===== src/design/bsc_pkg.sv =====
// Shared types, constants and helper functions for the barometric compensation pipeline.
// No dependencies. Used by bsc_cal and baro_sensor_compensation.
package bsc_pkg;

  localparam int unsigned Lat = 20;
  localparam logic [63:0] CoefBias = 64'd16384;

  typedef enum logic [1:0] {
    CfgLow  = 2'd0,
    CfgMid  = 2'd1,
    CfgHigh = 2'd2
  } cfg_idx_e;

  typedef struct packed {
    logic [15:0] t1;
    logic [15:0] t2;
    logic [7:0]  t3;
    logic [15:0] p1;
    logic [15:0] p2;
    logic [7:0]  p3;
    logic [7:0]  p4;
    logic [15:0] p5;
    logic [15:0] p6;
    logic [7:0]  p7;
    logic [7:0]  p8;
    logic [15:0] p9;
    logic [7:0]  p10;
    logic [7:0]  p11;
  } coef_t;

  function automatic logic [63:0] sx8(logic [7:0] v);
    return {{56{v[7]}}, v};
  endfunction

  function automatic logic [63:0] sx16(logic [15:0] v);
    return {{48{v[15]}}, v};
  endfunction

  function automatic logic [63:0] zx16(logic [15:0] v);
    return {48'd0, v};
  endfunction

  // signed divide by 2^sh, rounding toward zero
  function automatic logic [63:0] sdiv(logic [63:0] v, logic [5:0] sh);
    logic [63:0] bias;
    logic [63:0] t;
    bias = v[63] ? ((64'd1 << sh) - 64'd1) : 64'd0;
    t = v + bias;
    return $unsigned($signed(t) >>> sh);
  endfunction

endpackage


===== src/design/bsc_cal.sv =====
// Calibration register file and coefficient decode.
// Depends on bsc_pkg.
module bsc_cal (
  input  logic                clk_i,
  input  logic                rst_ni,
  input  logic                cfg_we_i,
  input  logic [1:0]          cfg_idx_i,
  input  logic [63:0]         cfg_wdata_i,
  output bsc_pkg::coef_t      coef_o
);

  logic [63:0] cal_low_q, cal_mid_q;
  logic [39:0] cal_high_q;

  always_ff @(posedge clk_i or negedge rst_ni) begin
    if (!rst_ni) begin
      cal_low_q  <= '0;
      cal_mid_q  <= '0;
      cal_high_q <= '0;
    end else if (cfg_we_i) begin
      case (bsc_pkg::cfg_idx_e'(cfg_idx_i))
        bsc_pkg::CfgLow:  cal_low_q  <= cfg_wdata_i;
        bsc_pkg::CfgMid:  cal_mid_q  <= cfg_wdata_i;
        bsc_pkg::CfgHigh: cal_high_q <= cfg_wdata_i[39:0];
        default: ;
      endcase
    end
  end

  assign coef_o.t1  = cal_low_q[15:0];
  assign coef_o.t2  = cal_low_q[31:16];
  assign coef_o.t3  = cal_low_q[39:32];
  assign coef_o.p1  = cal_low_q[55:40];
  assign coef_o.p2  = {cal_mid_q[7:0], cal_low_q[63:56]};
  assign coef_o.p3  = cal_mid_q[15:8];
  assign coef_o.p4  = cal_mid_q[23:16];
  assign coef_o.p5  = cal_mid_q[39:24];
  assign coef_o.p6  = cal_mid_q[55:40];
  assign coef_o.p7  = cal_mid_q[63:56];
  assign coef_o.p8  = cal_high_q[7:0];
  assign coef_o.p9  = cal_high_q[23:8];
  assign coef_o.p10 = cal_high_q[31:24];
  assign coef_o.p11 = cal_high_q[39:32];

endmodule


===== config.mk =====
export PLATFORM = sky130hd
export DESIGN_NAME = bsc_cal
export DESIGN_NICKNAME = d
export VERILOG_FILES = /design/src/design/bsc_pkg.sv /design/src/design/bsc_cal.sv
export SDC_FILE = /design/constraint.sdc
export NUM_CORES = 1
export LEC_CHECK = 0
export BUFFER_PORTS_ARGS = -buffer_cell sky130_fd_sc_hd__buf_2
export CAP_MARGIN = 10
export CORE_MARGIN = 5
export CORE_UTILIZATION = 45
export CTS_BUF_LIST = sky130_fd_sc_hd__clkbuf_2
export CTS_CLUSTER_DIAMETER = 40
export DETAILED_ROUTE_END_ITERATION = 8
export PLACE_DENSITY = 0.73
export SYNTH_ARGS = -nofsm -noshare
export SYNTH_HDL_FRONTEND = slang
export SYNTH_SLANG_ARGS = --single-unit

===== constraint.sdc =====
create_clock -name clk_i -period 1.3 [get_ports clk_i]
set_input_delay 0 -clock clk_i [delete_from_list [all_inputs] [get_ports clk_i]]
set_output_delay 0 -clock clk_i [all_outputs]
set_load 0.005 [all_outputs]

==> results.md, run 1 <==
- Total Die Area: about 17,000 um^2
- Fillers: 922
- Vias per inst: approximately 4.8
- # setup viols final: 3
- Syn Area/Cell: approximately 19 um^2
- Synth unique cells: 9
- Mux share of post-synthesis cell area: 0.3224
- Slowest-stage cell, CP: dfrtp_1
- Initial Util: 0.4576
- Adder-cell area share of the yosys netlist: 0
- H-tree depth: 4
- First-pass GRT wire length: 29,660 um
- Post-synthesis sequential area ratio: 0.6346
- Port bufs: 236
- Slew margin rel.: 0.6693
- Core ar.: ~14,000 um^2
- Synth-to-Final Area Change: 52.75%
- I/O pin cnt: ~240
- DRC Markers: 0
- Simple-gate portion of the synthesized area: 0.004155
- Worst setup margin: -0.01067 ns
- Final setup TNS: -0.01980 ns
- Die W: 131.3 um
- GRT overflow: 0
- DP Wirelength: approximately 11,000 um
- Crit-path max cell delay: 0.46 ns
- Initial antenna violation count: 2
- Worst-Margin Slew: about 0.50 ns
- Final Cycle Share: 1.008
- Skew final: 0 ns
- Synthesized Nets: between 400 and 500
- Synthesized instance count: between 300 and 400
- CP Buf/Inv Count: 1
- Most frequent cells in the layout: buf_2, dfrtp_1, dlygate4sd3_1
- Max Fclk: between 700 and 800 MHz
- Most area-consuming cells after synthesis: dfrtp_1, mux2_2, mux2_4, buf_12, buf_8
- Commonest non-fill, non-tap cell in the layout: buf_2
- CP startpoint kind: flop
- Via Count: 4,841
- Post-synthesis register bit count: between 150 and 200
- Outcome: finished with violations
- Crit-path leading delay family: flip-flops
- CP Class: flop to primary output
- Worst Path Required: approximately 1.3 ns
- GP Congestion: approximately 0.76
- Synth Cell Area: between 6000 and 7000 um^2
- Wirelength per Cell: between 15 and 20 um
- CP endpoint kind: primary output
- Unrepaired setup endpoints after global routing: true
- YS warnings: 0
- Reg clk slew, reported paths: 0.26 ns
- Post-layout min period: ~1.3 ns
- Die Ht: roughly 130 um
- GRT Overall Usage: 0.2120
- Worst skew pair latency: 0.69 ns
- Fin cells: 1,017
- Clk buf depth: 2
- Fin util: 0.6989
- Worst hold path type: input port to flop
- Final nets: approximately 890
- Main combinational cell family by area after synthesis: multiplexers
- Fin. max-slew vios: 0
- Clock sinks: between 150 and 200
- # placed instances: roughly 770
- Worst Path Max Fanout: 2
- Synth Area in Compound Gates: 0
- Pwr Density: ~1300 nW/um^2
- Pre-CTS setup slack: around 0.075 ns
- Final Hold Viols: 0
- DRT antenna net count: 0
- Clk root buf: clkbuf_2
- Peak VDD IR: ~1.0 mV
- Crit-path cells: buf_2
- Vias in the first global route: 5,477
- Worst Path Arrival: around 1.3 ns
- DR iter-0 viols: approximately 170
- Routed WL: around 18,000 um
- Post-Synth XOR/XNOR Area: 0
- Leak Pwr: approximately 5.1 nW
- Cell taking the most area after synthesis: dfrtp_1
- Pin count of the biggest net entering global routing: around 90
- Cell Rows: 44
- Failing checks: setup timing
- Max-Cap Viols: 0
- Synth top area share: 0.6346
- Drt pass-1 iters: 4
- CTS tree: yes
- Share of cells above drive strength 1: 0.6306
- Number of buffers created by CTS: 17
## flip-flops by register name, indices dropped and copies added, names as in the netlist
name and flops:
cal_low_q 64, cal_mid_q 64, cal_high_q 40
## through the flow
step                instance area [um^2]  hold slack [ns]  power (W)
floorplan                           6625          -0.2956   0.008149
detailed placement                  7959          0.04734   0.009738
global placement                    7959          0.04053   0.009611
CTS                                 9887         0.001168    0.01291
finish                             10120           0.1221    0.01317
global route                       10120          0.01183    0.01393
## synth_stat cells
cell type,number
buf_12,7
buf_2,4
buf_6,2
buf_8,5
dfrtp_1,168
mux2_2,103
mux2_4,65
nand3b_1,2
nor3b_2,1
## metal layers
layer,share of wire,global-route usage,vias up
met1,0.36,0.2307,2411
met3,0.064,0.06537,51
li1,-,-,2191
met4,0.040,0.1114,0
met5,0,0,-
met2,0.53,0.3705,188
## cells by family (layout without fill, tap and decap cells)
kind of cell           Yosys count  after routing
and+or+nand+nor                  3              3
muxes                          168            168
other                            0              2
DFF                            168            168
buffers and inverters           18            492
## final timing paths
kind / startpoint / endpoint / slack [ns] / cells past startpoint
worst max-delay path: cal_mid_q[53] / coef_o[61] / -0.01 / 1
min in group asynchronous: rst_ni / cal_mid_q[36] / 0.48 / 4
max in group asynchronous: rst_ni / cal_mid_q[9] / 0.38 / 4
worst min register to register: cal_high_q[16] / cal_high_q[16] / 0.53 / 1
worst min-delay path: cfg_wdata_i[0] / cal_low_q[0] / 0.12 / 3
worst max register to register: cal_high_q[30] / cal_high_q[30] / 0.26 / 3
## power breakdown
part	switching (W)	internal (W)	total (W)	leakage (nW)
registers	0.000556	0.00621	0.00676	1.99
logic	0.00140	0.00256	0.00396	3.00
clock network	0.00192	0.000533	0.00245	0.115
## final cells by class
| class | instances | area (um^2) | share of cell area |
|---|---|---|---|
| timing repair buffer | 460 | 3307 | 0.3268 |
| clock buffer | 17 | 85.08 | 0.008408 |
| clock inverter | 15 | 118.9 | 0.01175 |
| tap | 184 | 230.2 | 0.02275 |
| sequential | 168 | 4204 | 0.4154 |
| antenna | 2 | 5.005 | 0.0004946 |
| multi-input combinational | 171 | 2170 | 0.2144 |
## repair_timing
| action | 4_1_cts | 5_1_grt |
|---|---|---|
| hold buffers | 137 | 0 |
| resized for setup | 0 | 0 |
| setup endpoints to repair | 168 | 172 |
| hold endpoints to repair | 336 | 0 |
| buffers inserted | 47 | 33 |
(Power assumes the default switching activity.)
==> run 2: changes to the inputs <==
--- a/config.mk
+++ b/config.mk
@@ -7,7 +7,7 @@
 export LEC_CHECK = 0
 export BUFFER_PORTS_ARGS = -buffer_cell sky130_fd_sc_hd__buf_2
 export CAP_MARGIN = 10
-export CORE_MARGIN = 5
+export CORE_MARGIN = 2
 export CORE_UTILIZATION = 45
 export CTS_BUF_LIST = sky130_fd_sc_hd__clkbuf_2
 export CTS_CLUSTER_DIAMETER = 40
==> results.md, run 2 (synthesis results as in run 1) <==
- Outcome: finished with violations (unchanged)
- Failing checks: setup timing (unchanged)
- Share of cells above drive strength 1: 0.6200 (was 0.6306)
- Hold endpoint: cal_high_q[11] (was cal_low_q[0])
- Worst r2r src: cal_mid_q[58] (was cal_high_q[30])
- Total Die Area: 15,710 um^2 (was 17,250 um^2)
- Max-Cap Viols: 0 (unchanged)
- # placed instances: 771 (was 768)
- Internal: 0.009658 W (was 0.009300 W)
- Wirelength per Cell: 18.15 um (was 18.02 um)
- DR iter-0 viols: 201 (was 167)
- Worst-Margin Slew: 0.5230 ns (was 0.4961 ns)
- CTS tree: yes (unchanged)
- Pin count of the biggest net entering global routing: 43 (was 91)
- Unrepaired setup endpoints after global routing: true (unchanged)
- Psw: 0.003792 W (was 0.003874 W)
- Logic pwr share: 0.295 (was 0.300)
- HP Start: cfg_wdata_i[11] (was cfg_wdata_i[0])
- Post-layout min period: 1.312 ns (was 1.311 ns)
- Worst hold path type: input port to flop (unchanged)
- Reg-to-reg endpoint: cal_mid_q[58] (was cal_high_q[30])
- Max Fclk: 762.1 MHz (was 763.0 MHz)
- Most frequent cells in the layout: buf_2, dfrtp_1, dlygate4sd3_1 (unchanged)
- Clk buf depth: 2 (unchanged)
- Worst Path Arrival: 1.31 ns (about the same)
- DRT antenna net count: 0 (unchanged)
- GRT Overall Usage: 0.2340 (was 0.2120)
- Worst Path Required: 1.30 ns (about the same)
- H-tree depth: 4 (unchanged)
- Seq pwr share: 0.503 (was 0.513)
- Peak VDD IR: 0.7926 mV (was 1.046 mV)
- Worst Path Max Fanout: 2 (unchanged)
- GP Congestion: 0.7786 (was 0.7609)
- CP endpoint kind: primary output (unchanged)
- Initial Util: 0.4576 (unchanged)
- Placed Instance Area: 7981 um^2 (was 7959 um^2)
- Reg2Reg Depth: 3 (unchanged)
- Port bufs: 236 (unchanged)
- Crit-path cells: buf_2 (unchanged)
- CP startpoint kind: flop (unchanged)
- Regs by FF count: cal_low_q: 64 flops, cal_mid_q: 64 flops, cal_high_q: 40 flops (unchanged)
- Final Cell Area: 10,260 um^2 (was 10,120 um^2)
- Clk root buf: clkbuf_2 (unchanged)
- Skew final: 0 ns (unchanged)
- Cell Rows: 44 (unchanged)
- Crit-path leading delay family: flip-flops (unchanged)
- GRT overflow: 0 (unchanged)
- Slew margin rel.: 0.6514 (was 0.6693)
- Vias in the first global route: 5,464 (was 5,477)
- Drt pass-1 iters: 4 (unchanged)
- Fin. max-slew vios: 0 (unchanged)
- Leak Pwr: 5.156 nW (was 5.102 nW)
- Die Ht: 125.3 um (was 131.3 um)
- DRC Markers: 0 (unchanged)
- Pwr Density: 1311 nW/um^2 (was 1302 nW/um^2)
- Fin util: 0.7083 (was 0.6989)
- DP Wirelength: 10,090 um (was 10,710 um)
- Final Hold Viols: 0 (unchanged)
- Crit-path max cell delay: 0.46 ns (about the same)
- Number of buffers created by CTS: 17 (unchanged)
- Clock Power Share: 0.203 (was 0.186)
- Initial antenna violation count: 1 (was 2)
- Clock sinks: 168 (unchanged)
- Synth-to-Final Area Change: 54.81% (was 52.75%)
- R2R Setup Slk: 0.26 ns (about the same)
- Final nets: 898 (was 887)
- Routed WL: 18,650 um (was 18,330 um)
- CP Class: flop to primary output (unchanged)
- Fin cells: 1,027 (was 1,017)
- First-pass GRT wire length: 28,570 um (was 29,660 um)
- Slowest-stage cell, CP: dfrtp_1 (unchanged)
- Vias per inst: 4.813 (was 4.760)
- Hold path depth: 3 (unchanged)
- # setup viols final: 5 (was 3)
- I/O pin cnt: 237 (unchanged)
- Final Cycle Share: 1.009 (was 1.008)
- Core ar.: 14,480 um^2 (unchanged)
- Die W: 125.3 um (was 131.3 um)
- Commonest non-fill, non-tap cell in the layout: buf_2 (unchanged)
- Worst setup margin: -0.01222 ns (was -0.01067 ns)
- Worst skew pair latency: 0.68 ns (was 0.69 ns)
- Switching share of power: 0.2819 (was 0.2940)
- CP Buf/Inv Count: 1 (unchanged)
- Via Count: 4,943 (was 4,841)
- Reg clk slew, reported paths: 0.25 ns (was 0.26 ns)
## run 2: layer usage
metal / vias up / share of wire / GRT usage
met4: 0 / 0.042 / 0.1176
li1: 2203 / - / -
met3: 58 / 0.044 / 0.05777
met1: 2520 / 0.37 / 0.2428
met5: - / 0 / 0
met2: 162 / 0.55 / 0.4370
## run 2: worst max-delay path by stage
stage / to / slack (ns) / startpoint / depth (start not counted)
5_1_grt: coef_o[49] / -0.16 / cal_mid_q[41] / 1
3_3_place_gp: cal_mid_q[40] / 0.03 / cfg_idx_i[1] / 4
3_5_place_dp: cal_mid_q[37] / 0.01 / cfg_idx_i[1] / 4
4_1_cts: coef_o[53] / -0.1 / cal_mid_q[45] / 1
6_report: coef_o[127] / -0.01 / cal_low_q[55] / 1
2_1_floorplan: cal_low_q[2] / 0.35 / cfg_idx_i[1] / 4
## run 2: what timing repair did
item / 4_1_cts / 5_1_grt
hold endpoints to repair: 336 / 4
setup endpoints to repair: 168 / 168
gates resized for setup: 0 / 0
hold buffers: 145 / 3
pin swaps: 0 / 0
setup buffers: 44 / 31
## run 2: tightest hold or removal path, cell delays in order
cell and delay, ns:
dlygate4sd3_1 0.52, buf_2 0.11, mux2_2 0.14
## run 2: power groups by stage
stage          combinational (W)  sequential, W  clock (W)
3_3_place_gp             0.00280        0.00678          0
6_report                 0.00396        0.00676    0.00272
3_5_place_dp             0.00289        0.00683          0
4_1_cts                  0.00362        0.00671    0.00281
2_1_floorplan            0.00127        0.00688          0
5_1_grt                  0.00423        0.00687    0.00307
## run 2: stage by stage
step                setup slack, ns  hold WS (ns)  total power (W)   TNS, ns
floorplan                    0.3525       -0.2956         0.008149         0
global route                -0.1607      0.001133          0.01417    -17.62
finish                     -0.01222       0.09938          0.01345  -0.04548
global placement            0.03329      -0.04560         0.009577         0
detailed placement          0.01128      -0.03366         0.009718         0
CTS                        -0.09834     0.0004703          0.01313    -10.23
## run 2: area by class of cell
class | count | area (um^2)
Fill cell | 931 | 4223
Sequential cell | 168 | 4204
Timing Repair Buffer | 471 | 3422
Multi-Input combinational cell | 171 | 2170
Tap cell | 184 | 230.2
Clock inverter | 12 | 127.6
Clock buffer | 20 | 100.1
Antenna cell | 1 | 2.502
==> run 3: changes to the inputs <==
--- a/config.mk
+++ b/config.mk
@@ -5,6 +5,7 @@
 export SDC_FILE = /design/constraint.sdc
 export NUM_CORES = 1
 export LEC_CHECK = 0
+export ABC_AREA = 1
 export BUFFER_PORTS_ARGS = -buffer_cell sky130_fd_sc_hd__buf_2
 export CAP_MARGIN = 10
 export CORE_MARGIN = 2
==> results.md, run 3 <==
- Outcome: finished with violations (unchanged)
- Failing checks: setup timing (unchanged)
- Post-synth top cells: nand2_1, dfrtp_1, nand4_1, nand3_1, buf_2 (was dfrtp_1, mux2_2, mux2_4, buf_12, buf_8)
- Post-synth EDFFs: 0 (unchanged)
- Clock sinks: 168 (unchanged)
- Worst hold path type: input port to flop (unchanged)
- Min Hold Slack: 0.06382 ns (was 0.09938 ns)
- Crit-path max cell delay: 1.01 ns (was 0.46 ns)
- Max-Cap Viols: 0 (unchanged)
- Via Count: 8,007 (was 4,943)
- GP Congestion: 0.8115 (was 0.7786)
- DP Wirelength: 12,770 um (was 10,090 um)
- Synthesized instance count: 743 (was 357)
- H-tree depth: 4 (unchanged)
- Cell Rows: 45 (was 44)
- Fin cells: 1,455 (was 1,027)
- Pin count of the biggest net entering global routing: 65 (was 43)
- CTS tree: yes (unchanged)
- Clock Power Share: 0.204 (was 0.203)
- Clk root buf: clkbuf_2 (unchanged)
- Final Hold Viols: 0 (unchanged)
- Leak Pwr: 6.166 nW (was 5.156 nW)
- Internal: 0.009026 W (was 0.009658 W)
- Most common cell in the synthesized netlist: nand2_1 (was dfrtp_1)
- Fillers: 999 (was 931)
- CP Class: input port to flop (was flop to primary output)
- Vias in the first global route: 7,706 (was 5,464)
- DR iter-0 viols: 721 (was 201)
- Commonest non-fill, non-tap cell in the layout: nand2_1 (was buf_2)
- Fin. max-slew vios: 0 (unchanged)
- Placed Instance Area: 8212 um^2 (was 7981 um^2)
- Worst-Margin Slew: 0.7819 ns (was 0.5230 ns)
- Post-synthesis sequential area ratio: 0.6051 (was 0.6346)
- CP endpoint kind: flop (was primary output)
- Seq pwr share: 0.496 (was 0.503)
- Final Cycle Share: 1.101 (was 1.009)
- I/O pin cnt: 237 (unchanged)
- Slew margin rel.: 0.4770 (was 0.6514)
- Logic pwr share: 0.300 (was 0.295)
- Slowest-stage cell, CP: dlygate4sd3_1 (was dfrtp_1)
- Syn Area/Cell: 9.351 um^2 (was 18.56 um^2)
- GRT overflow: 0 (unchanged)
- Post-layout min period: 1.431 ns (was 1.312 ns)
- Async SR Flop Fraction: 1.000 (unchanged)
- # placed instances: 1,126 (was 771)
- Core ar.: 15,150 um^2 (was 14,480 um^2)
- Max Fclk: 698.9 MHz (was 762.1 MHz)
- Reg clk slew, reported paths: 0.22 ns (was 0.25 ns)
- Most frequent cells in the layout: nand2_1, buf_2, dlygate4sd3_1 (was buf_2, dfrtp_1, dlygate4sd3_1)
- HP Start: cfg_wdata_i[41] (was cfg_wdata_i[11])
- Setup crit start: cfg_idx_i[0] (was cal_low_q[55])
- Most area-consuming cells after synthesis: dfrtp_1, nand2_1, nand4_1, nand3_1, buf_6 (was dfrtp_1, mux2_2, mux2_4, buf_12, buf_8)
- Worst skew pair latency: 0.73 ns (was 0.68 ns)
- Die W: 128.3 um (was 125.3 um)
- Cell taking the most area after synthesis: dfrtp_1 (unchanged)
- Synth Cell Area: 6948 um^2 (was 6625 um^2)
- Initial Util: 0.4587 (was 0.4576)
- Synth top area share: 0.6051 (was 0.6346)
- Worst Path Required: 1.97 ns (was 1.30 ns)
- Pre-CTS setup slack: 0.2501 ns (was 0.01128 ns)
- Number of buffers created by CTS: 17 (unchanged)
- Post-synthesis register bit count: 168 (unchanged)
- Wirelength per Cell: 19.49 um (was 18.15 um)
- Drt pass-1 iters: 7 (was 4)
- Port bufs: 236 (unchanged)
- Switching share of power: 0.3148 (was 0.2819)
- Initial antenna violation count: 2 (was 1)
- Routed WL: 28,350 um (was 18,650 um)
- Unrepaired setup endpoints after global routing: true (unchanged)
- Worst Path Arrival: 2.10 ns (was 1.31 ns)
- Synth-to-Final Area Change: 63.39% (was 54.81%)
- Worst Path Max Fanout: 13 (was 2)
- GRT Overall Usage: 0.3151 (was 0.2340)
- Regs by FF count: cal_low_q: 64 flops, cal_mid_q: 64 flops, cal_high_q: 40 flops (unchanged)
- CP startpoint kind: input port (was flop)
- Vias per inst: 5.503 (was 4.813)
- Final nets: 1,322 (was 898)
- Skew final: 0 ns (unchanged)
- Crit-path cells: buf_2 -> nor2_4 -> buf_12 -> buf_16 -> dlygate4sd3_1 -> nand3_1 -> nand2_1 (was buf_2)
- Synth unique cells: 14 (was 9)
- DRT antenna net count: 0 (unchanged)
- Worst r2r src: cal_low_q[1] (was cal_mid_q[58])
- # setup viols final: 58 (was 5)
- Synthesized Nets: 812 (was 426)
- Main synth FF type: dfrtp_1 (unchanged)
- Peak VDD IR: 0.6511 mV (was 0.7926 mV)
- DRC Markers: 0 (unchanged)
- Total Die Area: 16,450 um^2 (was 15,710 um^2)
- Die Ht: 128.3 um (was 125.3 um)
- Pwr Density: 1160 nW/um^2 (was 1311 nW/um^2)
- Clk buf depth: 2 (unchanged)
- Worst setup margin: -0.1308 ns (was -0.01222 ns)
- YS warnings: 0 (unchanged)
- Psw: 0.004148 W (was 0.003792 W)
- First-pass GRT wire length: 40,140 um (was 28,570 um)
- Share of cells above drive strength 1: 0.3249 (was 0.6200)
- Final Cell Area: 11,350 um^2 (was 10,260 um^2)
[run 3: layout make-up]
| type | instances | area [um^2] | area share |
|---|---|---|---|
| sequential | 168 | 4204 | 0.3703 |
| clock buffer | 22 | 110.1 | 0.009699 |
| inverter | 2 | 7.507 | 0.0006613 |
| timing repair buffer | 556 | 4405 | 0.3881 |
| antenna | 2 | 5.005 | 0.0004409 |
| multi-input combinational | 508 | 2282 | 0.2010 |
| tap | 188 | 235.2 | 0.02072 |
| clock inverter | 9 | 102.6 | 0.009038 |
[run 3: repair_timing]
action,in CTS,in global routing
cloned,0,5
pin swaps,0,2
setup endpoints to repair,168,214
hold buffers,195,6
buffers inserted,50,52
endpoints found under the hold margin,336,29
resized for setup,2,16
[run 3: final timing paths]
kind	cells past startpoint	slack, ns	end
setup / recovery	7	-0.13	cal_low_q[49]
hold / removal	4	0.06	cal_low_q[41]
setup reg to reg	3	0.08	cal_low_q[1]
hold reg to reg	2	0.49	cal_mid_q[56]
max in group asynchronous	4	0.45	cal_high_q[12]
min in group asynchronous	3	0.24	cal_mid_q[33]
[run 3: worst max-delay path: cells and delay by family]
kind | cells | cell delay (ns)
buf+inv | 4 | 1.52
simple gates | 3 | 0.57
[run 3: per-stage QoR]
step / util / power (W) / setup TNS (ns)
after floorplan: - / 0.007616 / 0
after global placement: 0.5422 / 0.008993 / 0
after detailed placement: 0.5422 / 0.009060 / 0
after CTS: 0.7156 / 0.01255 / -6.896
after global routing: 0.7495 / 0.01382 / -12.92
final: 0.7495 / 0.01317 / -0.9009
[run 3: cell families (layout without fill, tap and decap cells)]
logic type | Yosys count | after routing | share of synthesized area
DFF | 168 | 168 | 0.6051
and+or+nand+nor | 508 | 508 | 0.3285
buffers and inverters | 67 | 589 | 0.06645
other | 0 | 2 | 0
[run 3: routing by layer]
metal / vias up / GRT usage / share of wire / wire (um)
met5: - / 0 / 0 / 0
met4: 0 / 0.1862 / 0.056 / 1577
met3: 140 / 0.08013 / 0.089 / 2536
met2: 511 / 0.5063 / 0.47 / 13410
met1: 3853 / 0.3853 / 0.38 / 10830
li1: 3503 / - / - / -
[run 3: power groups by stage]
stage               logic (W)  registers [W]  clock network (W)
finish                0.00395        0.00654            0.00269
floorplan            0.000964        0.00665                  0
CTS                   0.00337        0.00648            0.00270
global placement      0.00241        0.00658                  0
detailed placement    0.00248        0.00658                  0
global route          0.00428        0.00660            0.00293
